File: config.mk
export PLATFORM = sky130hd
export DESIGN_NAME = max_manhattan_distance_tracker
export DESIGN_NICKNAME = d
export VERILOG_FILES = /design/src/sv/mmdt_pkg.sv /design/src/sv/max_manhattan_distance_tracker.sv /design/src/sv/mmdt_front.sv /design/src/sv/mmdt_queue.sv /design/src/sv/mmdt_back.sv
export SDC_FILE = /design/constraint.sdc
export NUM_CORES = 2
export LEC_CHECK = 0
export ABC_AREA = 1
export BUFFER_PORTS_ARGS = -buffer_cell sky130_fd_sc_hd__buf_2
export CAP_MARGIN = 20
export CORE_AREA = 2 2 356 358
export DETAILED_ROUTE_END_ITERATION = 16
export DIE_AREA = 0 0 358 360
export PLACE_DENSITY_LB_ADDON = 0.3
export SLEW_MARGIN = 20
export SYNTH_ARGS = -nofsm -noshare
export SYNTH_HDL_FRONTEND = slang
export SYNTH_SLANG_ARGS = --single-unit
File: constraint.sdc
create_clock -name clock -period 27.3 [get_ports clock]
set_clock_uncertainty 0.1 [all_clocks]
set_input_delay 6.825 -clock clock [delete_from_list [all_inputs] [get_ports clock]]
set_output_delay 6.825 -clock clock [all_outputs]
set_load 0.02 [all_outputs]
File: src/sv/mmdt_pkg.sv
// shared constants and types for the max manhattan distance tracker
`default_nettype none

package mmdt_pkg;

   // coordinates per point and sign patterns over coordinates 1 and up
   localparam int MAX_DIMS  = 4;
   localparam int NPAT      = 1 << (MAX_DIMS - 1);

   // dimension count register
   localparam int                   DIMS_BITS  = 3;
   localparam logic [DIMS_BITS-1:0] DIMS_RESET = 3'd2;

   // growth of a pattern sum and of the result over one coordinate
   localparam int PAT_GROW = 3;
   localparam int OUT_GROW = 2;

   // queue between front and back
   localparam int Q_DEPTH = 2;
   localparam int Q_AW    = $clog2(Q_DEPTH);

   // places a set's last word can sit: front reg, queue, final, diff, output
   localparam int PIPE_SLOTS = 4 + Q_DEPTH;

   // queue fill status seen by both sides
   typedef struct packed {
      logic full;
      logic empty;
   } mmdt_q_stat_type;

endpackage

`default_nettype wire

File: src/sv/max_manhattan_distance_tracker.sv
// Finds the greatest pairwise Manhattan distance in a set of points, one point per word.
// Each point carries four signed coordinates, of which the first csr_wr_data-configured
// count take part (0 acts as 1, above 4 as 4; reset value 2); the count is sampled as each
// point is taken. For each of eight sign patterns the front forms coordinate 0 plus or
// minus the others, and the back keeps a running max and min per pattern. A point flagged
// req_last_point closes the set: the largest max-minus-min appears on rsp_max_distance
// and the trackers start over. Points are taken one per cycle, sustained, as long as
// results are drained; a result passes through the front sum register, the two-word queue
// and the three-stage result pipe (final extremes, per-pattern spread, compare and clip).
`default_nettype none

module max_manhattan_distance_tracker
   import mmdt_pkg::*;
#(
   parameter int COORD_BITS = 16
) (
   input  logic                              clock,
   input  logic                              reset,
   input  logic                              csr_wr_en,
   input  logic [DIMS_BITS-1:0]              csr_wr_data,
   input  logic                              req_valid,
   output logic                              req_stall,
   input  logic signed [COORD_BITS-1:0]      req_coord_0,
   input  logic signed [COORD_BITS-1:0]      req_coord_1,
   input  logic signed [COORD_BITS-1:0]      req_coord_2,
   input  logic signed [COORD_BITS-1:0]      req_coord_3,
   input  logic                              req_last_point,
   output logic                              rsp_valid,
   input  logic                              rsp_stall,
   output logic [COORD_BITS+OUT_GROW-1:0]    rsp_max_distance
);

   localparam int WORD_BITS = NPAT * (COORD_BITS + PAT_GROW) + 1;

   logic signed [COORD_BITS-1:0] coord [MAX_DIMS];
   mmdt_q_stat_type              q_stat;
   logic                         q_push;
   logic                         q_pop;
   logic [WORD_BITS-1:0]         push_word;
   logic [WORD_BITS-1:0]         head_word;

   // coordinate ports gathered in order
   assign coord[0] = req_coord_0;
   assign coord[1] = req_coord_1;
   assign coord[2] = req_coord_2;
   assign coord[3] = req_coord_3;

   mmdt_front #(
      .COORD_BITS (COORD_BITS)
   ) u_front (
      .clock          (clock),
      .reset          (reset),
      .csr_wr_en      (csr_wr_en),
      .csr_wr_data    (csr_wr_data),
      .req_valid      (req_valid),
      .req_stall      (req_stall),
      .req_coord      (coord),
      .req_last_point (req_last_point),
      .q_stat         (q_stat),
      .q_push         (q_push),
      .q_word         (push_word)
   );

   mmdt_queue #(
      .WIDTH (WORD_BITS)
   ) u_queue (
      .clock     (clock),
      .reset     (reset),
      .push      (q_push),
      .push_word (push_word),
      .pop       (q_pop),
      .head_word (head_word),
      .stat      (q_stat)
   );

   mmdt_back #(
      .COORD_BITS (COORD_BITS)
   ) u_back (
      .clock            (clock),
      .reset            (reset),
      .q_stat           (q_stat),
      .q_word           (head_word),
      .q_pop            (q_pop),
      .rsp_valid        (rsp_valid),
      .rsp_stall        (rsp_stall),
      .rsp_max_distance (rsp_max_distance)
   );

endmodule

`default_nettype wire

File: src/sv/mmdt_front.sv
// front: takes points, masks unused coordinates and forms the pattern sums
`default_nettype none

module mmdt_front
   import mmdt_pkg::*;
#(
   parameter int COORD_BITS = 16
) (
   input  logic                         clock,
   input  logic                         reset,
   input  logic                         csr_wr_en,
   input  logic [DIMS_BITS-1:0]         csr_wr_data,
   input  logic                         req_valid,
   output logic                         req_stall,
   input  logic signed [COORD_BITS-1:0] req_coord [MAX_DIMS],
   input  logic                         req_last_point,
   input  mmdt_q_stat_type              q_stat,
   output logic                         q_push,
   output logic [NPAT*(COORD_BITS+PAT_GROW):0] q_word
);

   localparam int PAT_BITS  = COORD_BITS + PAT_GROW;
   localparam int WORD_BITS = NPAT * PAT_BITS + 1;

   logic [DIMS_BITS-1:0]       dims_ff;
   logic                       vld_ff;
   logic                       vld_in;
   logic                       last_ff;
   logic signed [PAT_BITS-1:0] sum_ff [NPAT];
   logic signed [PAT_BITS-1:0] sum_in [NPAT];
   logic signed [PAT_BITS-1:0] term [MAX_DIMS];
   logic                       accept;

   // dimension count register
   always_ff @(posedge clock) begin
      if (reset) begin
         dims_ff <= DIMS_RESET;
      end else if (csr_wr_en) begin
         dims_ff <= csr_wr_data;
      end
   end

   // coordinate 0 always counts, coordinate j only while the count exceeds j
   always_comb begin
      for (int j = 0; j < MAX_DIMS; j++) begin
         if (j == 0 || dims_ff > DIMS_BITS'(j)) begin
            term[j] = {{PAT_GROW{req_coord[j][COORD_BITS-1]}}, req_coord[j]};
         end else begin
            term[j] = '0;
         end
      end
   end

   // signed sum per pattern, bit j-1 of the pattern subtracts coordinate j
   always_comb begin
      for (int p = 0; p < NPAT; p++) begin
         sum_in[p] = term[0];
         for (int j = 1; j < MAX_DIMS; j++) begin
            if (((p >> (j - 1)) & 1) != 0) begin
               sum_in[p] = sum_in[p] - term[j];
            end else begin
               sum_in[p] = sum_in[p] + term[j];
            end
         end
      end
   end

   // handshake: the held word moves on whenever the queue has room
   assign q_push    = vld_ff && !q_stat.full;
   assign req_stall = vld_ff && q_stat.full;
   assign accept    = req_valid && !req_stall;

   always_comb begin
      if (accept) begin
         vld_in = 1'b1;
      end else if (q_push) begin
         vld_in = 1'b0;
      end else begin
         vld_in = vld_ff;
      end
   end

   always_ff @(posedge clock) begin
      if (reset) begin
         vld_ff <= 1'b0;
      end else begin
         vld_ff <= vld_in;
      end
   end

   // word payload
   always_ff @(posedge clock) begin
      if (accept) begin
         last_ff <= req_last_point;
         for (int p = 0; p < NPAT; p++) begin
            sum_ff[p] <= sum_in[p];
         end
      end
   end

   // pack sums and last flag for the queue
   always_comb begin
      q_word[WORD_BITS-1] = last_ff;
      for (int p = 0; p < NPAT; p++) begin
         q_word[p*PAT_BITS +: PAT_BITS] = sum_ff[p];
      end
   end

endmodule

`default_nettype wire

File: src/sv/mmdt_queue.sv
// small register queue between the front and the back
`default_nettype none

module mmdt_queue
   import mmdt_pkg::*;
#(
   parameter int WIDTH = 8
) (
   input  logic             clock,
   input  logic             reset,
   input  logic             push,
   input  logic [WIDTH-1:0] push_word,
   input  logic             pop,
   output logic [WIDTH-1:0] head_word,
   output mmdt_q_stat_type  stat
);

   logic [WIDTH-1:0] mem_ff [Q_DEPTH];
   logic [Q_AW-1:0]  wr_ptr_ff;
   logic [Q_AW-1:0]  wr_ptr_in;
   logic [Q_AW-1:0]  rd_ptr_ff;
   logic [Q_AW-1:0]  rd_ptr_in;
   logic [Q_AW:0]    cnt_ff;
   logic [Q_AW:0]    cnt_in;

   // pointers wrap on their own, the depth is a power of two
   always_comb begin
      wr_ptr_in = push ? wr_ptr_ff + 1'b1 : wr_ptr_ff;
      rd_ptr_in = pop ? rd_ptr_ff + 1'b1 : rd_ptr_ff;
      cnt_in    = cnt_ff + {{Q_AW{1'b0}}, push} - {{Q_AW{1'b0}}, pop};
   end

   always_ff @(posedge clock) begin
      if (reset) begin
         wr_ptr_ff <= '0;
         rd_ptr_ff <= '0;
         cnt_ff    <= '0;
      end else begin
         wr_ptr_ff <= wr_ptr_in;
         rd_ptr_ff <= rd_ptr_in;
         cnt_ff    <= cnt_in;
      end
   end

   // storage
   always_ff @(posedge clock) begin
      if (push) begin
         mem_ff[wr_ptr_ff] <= push_word;
      end
   end

   assign head_word  = mem_ff[rd_ptr_ff];
   assign stat.full  = (cnt_ff == (Q_AW + 1)'(Q_DEPTH));
   assign stat.empty = (cnt_ff == '0);

endmodule

`default_nettype wire

File: src/sv/mmdt_back.sv
// back: per-pattern max and min trackers and the result pipeline
`default_nettype none

module mmdt_back
   import mmdt_pkg::*;
#(
   parameter int COORD_BITS = 16
) (
   input  logic                                clock,
   input  logic                                reset,
   input  mmdt_q_stat_type                     q_stat,
   input  logic [NPAT*(COORD_BITS+PAT_GROW):0] q_word,
   output logic                                q_pop,
   output logic                                rsp_valid,
   input  logic                                rsp_stall,
   output logic [COORD_BITS+OUT_GROW-1:0]      rsp_max_distance
);

   localparam int PAT_BITS  = COORD_BITS + PAT_GROW;
   localparam int OUT_BITS  = COORD_BITS + OUT_GROW;
   localparam int DIFF_BITS = PAT_BITS + 1;
   localparam int WORD_BITS = NPAT * PAT_BITS + 1;

   localparam logic signed [PAT_BITS-1:0] MOST_NEG = {1'b1, {(PAT_BITS - 1){1'b0}}};
   localparam logic signed [PAT_BITS-1:0] MOST_POS = {1'b0, {(PAT_BITS - 1){1'b1}}};
   localparam logic signed [DIFF_BITS-1:0] CAP =
      {{(DIFF_BITS - OUT_BITS){1'b0}}, {OUT_BITS{1'b1}}};

   logic signed [PAT_BITS-1:0]  head_sum [NPAT];
   logic                        head_last;
   logic signed [PAT_BITS-1:0]  max_ff [NPAT];
   logic signed [PAT_BITS-1:0]  min_ff [NPAT];
   logic signed [PAT_BITS-1:0]  max_upd [NPAT];
   logic signed [PAT_BITS-1:0]  min_upd [NPAT];
   logic signed [PAT_BITS-1:0]  fmax_ff [NPAT];
   logic signed [PAT_BITS-1:0]  fmin_ff [NPAT];
   logic                        f_vld_ff;
   logic                        f_vld_in;
   logic signed [DIFF_BITS-1:0] diff_ff [NPAT];
   logic signed [DIFF_BITS-1:0] diff_in [NPAT];
   logic                        d_vld_ff;
   logic                        d_vld_in;
   logic [OUT_BITS-1:0]         dist_ff;
   logic [OUT_BITS-1:0]         dist_in;
   logic                        rsp_vld_ff;
   logic                        rsp_vld_in;
   logic signed [DIFF_BITS-1:0] best;
   logic                        o_load;
   logic                        d_load;
   logic                        d_free;
   logic                        f_free;
   logic                        pop_last;

   // unpack the head word
   always_comb begin
      head_last = q_word[WORD_BITS-1];
      for (int p = 0; p < NPAT; p++) begin
         head_sum[p] = q_word[p*PAT_BITS +: PAT_BITS];
      end
   end

   // result pipeline flow, a later stage frees an earlier one
   assign o_load   = d_vld_ff && (!rsp_vld_ff || !rsp_stall);
   assign d_free   = !d_vld_ff || o_load;
   assign d_load   = f_vld_ff && d_free;
   assign f_free   = !f_vld_ff || d_load;
   assign q_pop    = !q_stat.empty && (!head_last || f_free);
   assign pop_last = q_pop && head_last;

   // tracker compare against the popped sums
   always_comb begin
      for (int p = 0; p < NPAT; p++) begin
         max_upd[p] = (head_sum[p] > max_ff[p]) ? head_sum[p] : max_ff[p];
         min_upd[p] = (head_sum[p] < min_ff[p]) ? head_sum[p] : min_ff[p];
      end
   end

   // trackers return to their extremes once a set closes
   always_ff @(posedge clock) begin
      if (reset) begin
         for (int p = 0; p < NPAT; p++) begin
            max_ff[p] <= MOST_NEG;
            min_ff[p] <= MOST_POS;
         end
      end else if (q_pop) begin
         for (int p = 0; p < NPAT; p++) begin
            max_ff[p] <= head_last ? MOST_NEG : max_upd[p];
            min_ff[p] <= head_last ? MOST_POS : min_upd[p];
         end
      end
   end

   // final extremes of the closed set
   always_ff @(posedge clock) begin
      if (pop_last) begin
         for (int p = 0; p < NPAT; p++) begin
            fmax_ff[p] <= max_upd[p];
            fmin_ff[p] <= min_upd[p];
         end
      end
   end

   // spread per pattern
   always_comb begin
      for (int p = 0; p < NPAT; p++) begin
         diff_in[p] = {fmax_ff[p][PAT_BITS-1], fmax_ff[p]}
                    - {fmin_ff[p][PAT_BITS-1], fmin_ff[p]};
      end
   end

   always_ff @(posedge clock) begin
      if (d_load) begin
         for (int p = 0; p < NPAT; p++) begin
            diff_ff[p] <= diff_in[p];
         end
      end
   end

   // largest spread, floored at zero and clipped to the output width
   always_comb begin
      best = '0;
      for (int p = 0; p < NPAT; p++) begin
         if (diff_ff[p] > best) begin
            best = diff_ff[p];
         end
      end
      if (best > CAP) begin
         dist_in = '1;
      end else begin
         dist_in = best[OUT_BITS-1:0];
      end
   end

   always_ff @(posedge clock) begin
      if (o_load) begin
         dist_ff <= dist_in;
      end
   end

   // stage valids
   always_comb begin
      if (pop_last) begin
         f_vld_in = 1'b1;
      end else if (d_load) begin
         f_vld_in = 1'b0;
      end else begin
         f_vld_in = f_vld_ff;
      end

      if (d_load) begin
         d_vld_in = 1'b1;
      end else if (o_load) begin
         d_vld_in = 1'b0;
      end else begin
         d_vld_in = d_vld_ff;
      end

      if (o_load) begin
         rsp_vld_in = 1'b1;
      end else if (rsp_vld_ff && !rsp_stall) begin
         rsp_vld_in = 1'b0;
      end else begin
         rsp_vld_in = rsp_vld_ff;
      end
   end

   always_ff @(posedge clock) begin
      if (reset) begin
         f_vld_ff   <= 1'b0;
         d_vld_ff   <= 1'b0;
         rsp_vld_ff <= 1'b0;
      end else begin
         f_vld_ff   <= f_vld_in;
         d_vld_ff   <= d_vld_in;
         rsp_vld_ff <= rsp_vld_in;
      end
   end

   assign rsp_valid        = rsp_vld_ff;
   assign rsp_max_distance = dist_ff;

endmodule

`default_nettype wire

==> impl_results.md <==
* Antenna-violating nets left at 0
* Area delta synth->final at 8.654%
* Largest net degree at the start of global routing at 145
* Ranking of synthesized cells by area: edfxtp_1 (50%), ha_1 (14%), inv_1 (7.1%)
* Max H-tree Level at 4
* Die height at 360 microns
* First-pass GRT wire length at 282200 microns
* Site Rows at 130
* CTS root buf: clkbuf_16
* Avg WL per Cell at 19.40 microns
* Critical Path Source Type: flop
* Share of the synthesized area in the top cell type at 49.51%
* Initial antenna violation count at 13
* Top cells by count, synth: inv_1 (1405), nand2_1 (1281), edfxtp_1 (1230), ha_1 (826), a21oi_1 (593)
* DP HPWL at 139500 microns
* Remaining DRCs at 0
* Postcts setup bufs at 0
* Tmin final at 17400 ps
* R2r setup slk at 9900 ps
* Mapped Cells at 7566
* Grt ovf at 0
* Most common cell on crit path: nand2_1
* Pins Over Slew Limit at 0
* CP required at 27780 ps
* CTS tree: done
* Layout Nets at 8578
* Yosys top cell by area: edfxtp_1
* Period utilisation layout at 63.73%
* Number of global-route vias before repair at 50090
* Fmax at 57.48 MHz
* Reg-to-Reg End: u_back.rsp_max_distance[15]
* EDFF count, synth at 1230
* Routed wire length at 182600 microns
* Area occupied by registers at 37180 sq um
* Final hold violation count at 0
* MaxCap Viol Count at 0
* Critical-path maximum fanout at 40
* Sequential cell area fraction in the yosys report at 49.83%
* Crit path DAT at 17880 ps
* Boundary pin count at 93
* Most common cell in the netlist: inv_1
* DR iter-0 viols at 4745
* Dominant synthesized flop cell: edfxtp_1
* TritonRoute pass-1 iters at 6
* Final Setup Violations at 0
* WHS Path Cells at 0
* R2r startpoint: u_back.diff_ff[0][5]
* Worst Min Path Start: u_front.sum_ff[0][17]
* Core Footprint at 124900 sq um
* Slowest-stage cell, CP: o21ai_0
* Fraction of layout cells with a size suffix above 1 at 6.498%
* Die Width at 358 microns
* Yosys warns at 0
* Post-synthesis instance area at 74610 sq um
* RSZ-0062 raised after global routing: no
* Status: finished clean
* TritonCTS Buffers at 132
* Cts hold-fix bufs at 0
* Max transition margin at 19.07%
* Slowest stage delay, CP at 710 ps
* Reg clk slew, reported paths at 60 ps
* Syn_nets at 8487
* Die area at 128900 sq um
* Hold EP: u_queue.mem_ff[0][17]
* Critical path class: reg -> reg
* Setup TNS at 0 ps
* Worst R2R Path Depth at 85
* Seq cells post-synth at 1242
* CP endpoint kind: flop
* IO buf count at 92
* CTS max path bufs at 3
* Post-CTS resize count at 0
* Fillers at 9578
* Final Wtd Congestion at 0.9247
* Worst Max-Slew Pin Slew at 1201 ps
* Avg Cell Area, Syn at 9.861 sq um
* Drt via density at 5.540
* Starting Density at 59.72%
* Clk sinks at 1242
* Area taken by multi-input logic gates at 31440 sq um
* FFs w/ async S/R, synth at 0%
* Hold Crit Class: reg -> reg
* Total track usage at 28.43%
* Netlist cell types at 54
* Clk_lat worst skew at 770 ps
* Routed via count at 52130
-- through the flow --
stage	hold slack, ps	cell area (sq um)	util, %	cells	worst slack (ps)
5_1_grt	350.7	81050	64.88	9406	7579
4_1_cts	342.5	81040	64.87	9405	9778
6_report	344.7	81060	64.89	9411	9902
3_3_place_gp	322.9	76780	61.46	9171	10040
2_1_floorplan	321.5	74610	-	7566	13230
3_5_place_dp	332.0	76790	61.47	9172	9823
-- logic make-up (layout without fill, tap and decap cells) --
logic type                 after synthesis  count (layout)  synth area share (%)
other                                    1               6              0.005026
muxes                                    2               2               0.02683
AOI/OAI and AO/OA                     1443            1443                 11.46
DFF                                   1242            1242                 49.83
and+or+nand+nor                       2080            2080                 11.95
adders and majority gates              848             848                 14.44
xor gates and xnor gates               357             357                 4.191
buffers and inverters                 1593            1783                 8.102
-- layout by cell type (no fill, tap or decap), drive strengths merged, types with 98 or more instances in the layout --
cell type,Yosys,final
buf,24,131
inv,1413,1416
nor2,352,352
or2,98,98
o21bai,153,153
clkbuf,150,149
ha,826,826
a21oi,593,593
nand3,162,162
o21ai,338,338
nand2,1299,1299
edfxtp,1230,1230
o21a,167,167
xor2,294,294
-- registers in the layout, indices dropped and copies added (netlist names), 2 cells and up, named ones only --
name / cells
u_back.min_ff: 152
u_back.fmax_ff: 152
u_back.fmin_ff: 152
u_front.dims_ff: 3
u_back.max_ff: 152
u_back.diff_ff: 160
u_back.rsp_max_distance: 18
u_queue.mem_ff: 296
u_queue.cnt_ff: 2
u_front.sum_ff: 147
-- final cells by class --
type	instances	area share, %
flip-flops and latches	1242	45.86
clock inverters	84	1.009
repair buffers	131	0.9492
multi-input cells	4731	38.79
well taps	1650	2.547
diodes	5	0.01543
clock buffers	149	4.232
inverters	1419	6.595
-- worst max-delay path: cells and delay by family, from the launching register on --
family / cells / cell delay [ps]
and+or+nand+nor: 53 / 9580
AOI/OAI and AO/OA: 14 / 3870
adders and majority gates: 7 / 1920
buffers and inverters: 10 / 1090
DFF: 1 / 420
xor gates and xnor gates: 1 / 180
-- worst max path at each step --
stage | depth (start not counted) | slack [ps] | endpoint | startpoint
final | 85 | 9900 | u_back.rsp_max_distance[15] | u_back.diff_ff[0][5]
after global routing | 87 | 7580 | u_back.rsp_max_distance[0] | u_back.diff_ff[0][5]
after CTS | 84 | 9780 | u_back.rsp_max_distance[1] | u_back.diff_ff[0][5]
after detailed placement | 84 | 9820 | u_back.rsp_max_distance[12] | u_back.diff_ff[0][5]
after global placement | 81 | 10040 | u_back.rsp_max_distance[17] | u_back.diff_ff[0][5]
after floorplan | 7 | 13230 | u_back.fmax_ff[0][0] | rsp_stall
-- metal layers --
layer  up-vias  track usage, %  wire length, microns
met5         -               0                     0
met4         0           8.582                  5355
met3       262           3.959                 13770
met2      1812           43.64                 81490
met1     24450           41.99                 81960
li1      25610               -                     -
Power is left out: the tool's default activity adds up to more than one toggle a clock period on the data nets, which glitch-free logic cannot reach.
